File: src/rtl/ssa_pkg.sv
// Shared types, constants and codes for the segment sum accumulator.
// Used by the controller, the datapath and the top level; depends on nothing.
`default_nettype none

package ssa_pkg;

   localparam int MAX_SEGMENTS   = 64;
   localparam int MAX_ROW_LENGTH = 256;
   localparam int STORE_DEPTH    = MAX_SEGMENTS * MAX_ROW_LENGTH;

   localparam int ADDR_W = (STORE_DEPTH > 1) ? $clog2(STORE_DEPTH) : 1;
   localparam int SEG_W  = (MAX_SEGMENTS > 1) ? $clog2(MAX_SEGMENTS) : 1;

   localparam int FUNC_W     = 2;
   localparam int ID_W       = 16;
   localparam int POS_W      = 8;
   localparam int VALUE_W    = 32;
   localparam int STATUS_W   = 2;
   localparam int SEGCNT_W   = 7;
   localparam int ROWLEN_W   = 9;
   localparam int ROWCMP_W   = 13;
   localparam int CSR_IDX_W  = 2;
   localparam int CSR_DATA_W = 9;

   localparam int REQ_TDATA_W = 56;
   localparam int RSP_TDATA_W = 40;

   localparam logic [FUNC_W-1:0] FUNC_START = 2'd0;
   localparam logic [FUNC_W-1:0] FUNC_ADD   = 2'd1;
   localparam logic [FUNC_W-1:0] FUNC_READ  = 2'd2;

   localparam logic [STATUS_W-1:0] STATUS_OK   = 2'd0;
   localparam logic [STATUS_W-1:0] STATUS_DROP = 2'd1;
   localparam logic [STATUS_W-1:0] STATUS_SAT  = 2'd2;

   localparam logic [CSR_IDX_W-1:0] CSR_SEGMENT_COUNT = 2'd0;
   localparam logic [CSR_IDX_W-1:0] CSR_ROW_LENGTH    = 2'd1;
   localparam logic [CSR_IDX_W-1:0] CSR_SORTED_MODE   = 2'd2;

   localparam logic [VALUE_W-1:0] SUM_MAX = 32'h7FFF_FFFF;
   localparam logic [VALUE_W-1:0] SUM_MIN = 32'h8000_0000;

   typedef enum logic [2:0] {
      ST_INIT_CLEAR,
      ST_IDLE,
      ST_READ,
      ST_JOB_CLEAR,
      ST_EXEC
   } ctl_state_type;

   typedef struct packed {
      logic load;
      logic mem_read;
      logic clear_step;
      logic commit;
   } cmd_type;

   typedef struct packed {
      logic clear_last;
      logic is_start;
      logic rsp_free;
   } stat_type;

endpackage

`default_nettype wire

File: src/rtl/ssa_ctrl.sv
// Controller state machine: clearing sweeps, item intake, memory read and commit.
// Depends on ssa_pkg for the state, command and status types.
`default_nettype none

module ssa_ctrl (
   input  logic              clock,
   input  logic              reset,
   input  logic              req_tvalid,
   output logic              req_tready,
   input  ssa_pkg::stat_type stat,
   output ssa_pkg::cmd_type  cmd
);
   import ssa_pkg::*;

   ctl_state_type state_ff;
   ctl_state_type state_in;

   always_ff @(posedge clock) begin
      if (reset) begin
         state_ff <= ST_INIT_CLEAR;
      end else begin
         state_ff <= state_in;
      end
   end

   always_comb begin
      state_in       = state_ff;
      cmd            = '0;
      req_tready     = 1'b0;
      case (state_ff)
         ST_INIT_CLEAR: begin
            cmd.clear_step = 1'b1;
            if (stat.clear_last) begin
               state_in = ST_IDLE;
            end
         end
         ST_IDLE: begin
            req_tready = 1'b1;
            if (req_tvalid) begin
               cmd.load = 1'b1;
               state_in = ST_READ;
            end
         end
         ST_READ: begin
            cmd.mem_read = 1'b1;
            state_in     = stat.is_start ? ST_JOB_CLEAR : ST_EXEC;
         end
         ST_JOB_CLEAR: begin
            cmd.clear_step = 1'b1;
            if (stat.clear_last) begin
               state_in = ST_EXEC;
            end
         end
         ST_EXEC: begin
            if (stat.rsp_free) begin
               cmd.commit = 1'b1;
               state_in   = ST_IDLE;
            end
         end
         default: begin
            state_in = ST_INIT_CLEAR;
         end
      endcase
   end

endmodule

`default_nettype wire

File: config.mk
export PLATFORM = sky130hd
export DESIGN_NAME = ssa_ctrl
export DESIGN_NICKNAME = d
export VERILOG_FILES = /design/src/rtl/ssa_pkg.sv /design/src/rtl/ssa_ctrl.sv
export SDC_FILE = /design/constraint.sdc
export NUM_CORES = 1
export LEC_CHECK = 0
export BUFFER_PORTS_ARGS = -buffer_cell sky130_fd_sc_hd__buf_2
export CELL_PAD_IN_SITES_DETAIL_PLACEMENT = 1
export CELL_PAD_IN_SITES_GLOBAL_PLACEMENT = 1
export CORE_AREA = 2 2 39 41
export DETAILED_ROUTE_END_ITERATION = 16
export DIE_AREA = 0 0 41 43
export MAX_ROUTING_LAYER = met4
export PLACE_DENSITY_LB_ADDON = 0.3
export SYNTH_ARGS = -nofsm -noshare
export SYNTH_HDL_FRONTEND = slang
export SYNTH_SLANG_ARGS = --single-unit
export TNS_END_PERCENT = 100
File: constraint.sdc
create_clock -name clock -period 1.3 [get_ports clock]
set_input_delay 0.13 -clock clock [delete_from_list [all_inputs] [get_ports clock]]
set_output_delay 0.13 -clock clock [all_outputs]
set_load 0.05 [all_outputs]
==> summary.txt <==
LEAKAGE: 0.1664 nW
Most frequent cells in the layout: buf_2, mux2i_1, clkbuf_4
Library cells used by synthesis: 20
TritonCTS buffer count: 3
Drt wl/cell: 11.57 um
Skew final: 3.584 ps
CTS clk-pin slew, worst paths: 40 ps
Initial antenna violation count: 0
All-layer global routing usage: 10.67%
Worst path arrival time: 1130 ps
Maxcap violations: 0
Bufs on Longest Clock Path: 2
Worst slew pin tran: 246.5 ps
H-tree depth reported by CTS: 1
Largest net degree at the start of global routing: 11
Hold buffers post-CTS: 0
CTS tree: built
Final hold violations: 0
DRC viols: 0
Largest reg by FF count: state_ff
FMAX: 792.7 MHz
Final core utilization: 28.84%
Share of the yosys chip area belonging to registers: 22.64%
Commonest non-fill, non-tap cell in the layout: buf_2
Slew margin rel.: 83.68%
Slowest stage delay, CP: 340 ps
Setup crit end kind: output port
Max Fanout on Critical Path: 7
Layout cell share with drive strength beyond 1: 61.90%
CP Class: register to output port
Cells after Synth: 30
Synth warnings: 0
Total core area: 1384 um2
DRT Pass-1 Iters: 2
Hpwl dp: 513.7 um
Worst Path Required: 1170 ps
CP dominant cell by count: buf_6
Syn-to-layout area delta: 50.47%
Syn_nets: 36
CTS Sinks: 3
RSZ-0062 raised after global routing: true
Final count of negative-setup-slack endpoints: 0
Root Buffer: clkbuf_4
Critical path startpoint category: register
DR vias/cell: 4.397
Grt ovf: 0
Initial core utilization: 19.17%
Gpl congestion: 0.7628
Nets@finish: 49
Worst skew pair latency: 240 ps
Post-synthesis register bit count: 3
Routed WL: 671 um
Mapped Area: 265.3 um2
Die W: 41 um
Die Ht: 43 um
Port Buffers: 10
Status: finished, final reports clean
DR vias: 255
Iter 0 DRT Violations: 3
HP Class: input pin to register
Avg Cell Area, Syn: 8.842 um2
Full die area: 1763 um2
Global-route wire length before repair: 1.166 mm
Peak supply drop: 613.4 uV
Number of diodes: 0
Max FFs per register: 3
Top flop regs: state_ff: 3 flops
Crit path time final: 1262 ps
IO Pins: 11
Critical-path top delay cell: dfxtp_2
Number of routed nets with antenna violations: 0
Max-slew violation count: 0
Final worst path period share: 97.04%
Pwr Density: 1695 nW/um2
CP cell instances: buf_6 -> xor2_1 -> nor2_1 -> buf_6
Fin cells: 58
Cells after DPL: 54
Row cnt: 14
Vias in the first global route: 244
synthesized netlist by cell type:
cell type,n,area (um2)
xor2_1,1,8.760
nand2_1,2,7.510
and2_1,1,6.260
nor2b_4,1,13.76
nor3_1,3,15.01
nand2b_1,2,12.51
nand2b_4,1,13.76
a211o_1,1,8.760
mux2i_1,3,30.03
o21ai_1,1,5.000
nand3b_1,2,15.01
buf_2,1,5.000
inv_1,1,3.750
a211oi_2,1,12.51
dfxtp_1,3,60.06
nor3b_1,1,7.510
nor2_1,1,3.750
buf_6,2,22.52
a21oi_1,1,5.000
a21oi_2,1,8.760
stage by stage:
stage / setup TNS [ps] / hold WS, ps / setup slack [ps] / area [um2] / power [W]
global placement: 0 / 339.9 / 126.9 / 336.6 / 0.0004586
global route: -10.24 / 96.50 / -5.189 / 399.1 / 0.0007264
finish: 0 / 89.03 / 38.48 / 399.1 / 0.0006764
CTS: 0 / 85.78 / 3.602 / 387.9 / 0.0006777
floorplan: -393.9 / 194.6 / -283.4 / 286.5 / 0.0004088
detailed placement: 0 / 346.4 / 88.71 / 336.6 / 0.0004644
power by group:
group	internal [W]	switching (W)	leakage, nW
clock network	0.000115	0.0000492	0.0150
registers	0.000110	0.0000349	0.0264
logic	0.000152	0.000215	0.125
total	0.000377	0.000299	0.166
final timing paths:
| kind | from | end | slack, ps | cells past startpoint |
|---|---|---|---|---|
| worst max-delay path | state_ff[0]$_SDFFE_PP0P_ | cmd[1] | 40 | 4 |
| worst min-delay path | reset | state_ff[2]$_SDFFE_PP0P_ | 90 | 2 |
| worst max register to register | state_ff[0]$_SDFFE_PP0P_ | state_ff[0]$_SDFFE_PP0P_ | 190 | 5 |
| worst min register to register | state_ff[2]$_SDFFE_PP0P_ | state_ff[1]$_SDFFE_PP0P_ | 520 | 1 |
logic make-up after synthesis:
group	Yosys count	share of synthesized area, %
buffers and inverters	4	11.79
muxes	3	11.32
DFF	3	22.64
and+or+nand+nor	14	35.84
xor gates and xnor gates	1	3.302
AOI/OAI and AO/OA	5	15.09
metal layers:
metal	GRT usage (%)	vias up	share of wire, %
li1	-	126	-
met1	11.15	120	41
met2	16.88	7	53
met3	4.712	2	4.3
met4	4.000	0	1.3
met5	-	-	0
area by class of cell:
type	count	area, um2
flip-flops and latches	3	68.82
multi-input cells	23	197.7
fillers	157	984.7
inverters	1	3.754
clock buffers	4	26.28
repair buffers	11	82.58
well taps	16	20.02
critical path, delay by kind of cell (launching register included):
kind,cells,cell delay [ps]
DFF,1,340
buffers and inverters,2,310
xor gates and xnor gates,1,130
and+or+nand+nor,1,110
timing repair:
item,in CTS,in global routing
endpoints found under the setup margin,5,4
gates resized for setup,10,5
pin swaps,1,1
setup buffers,0,0
(Power assumes the default switching activity.)
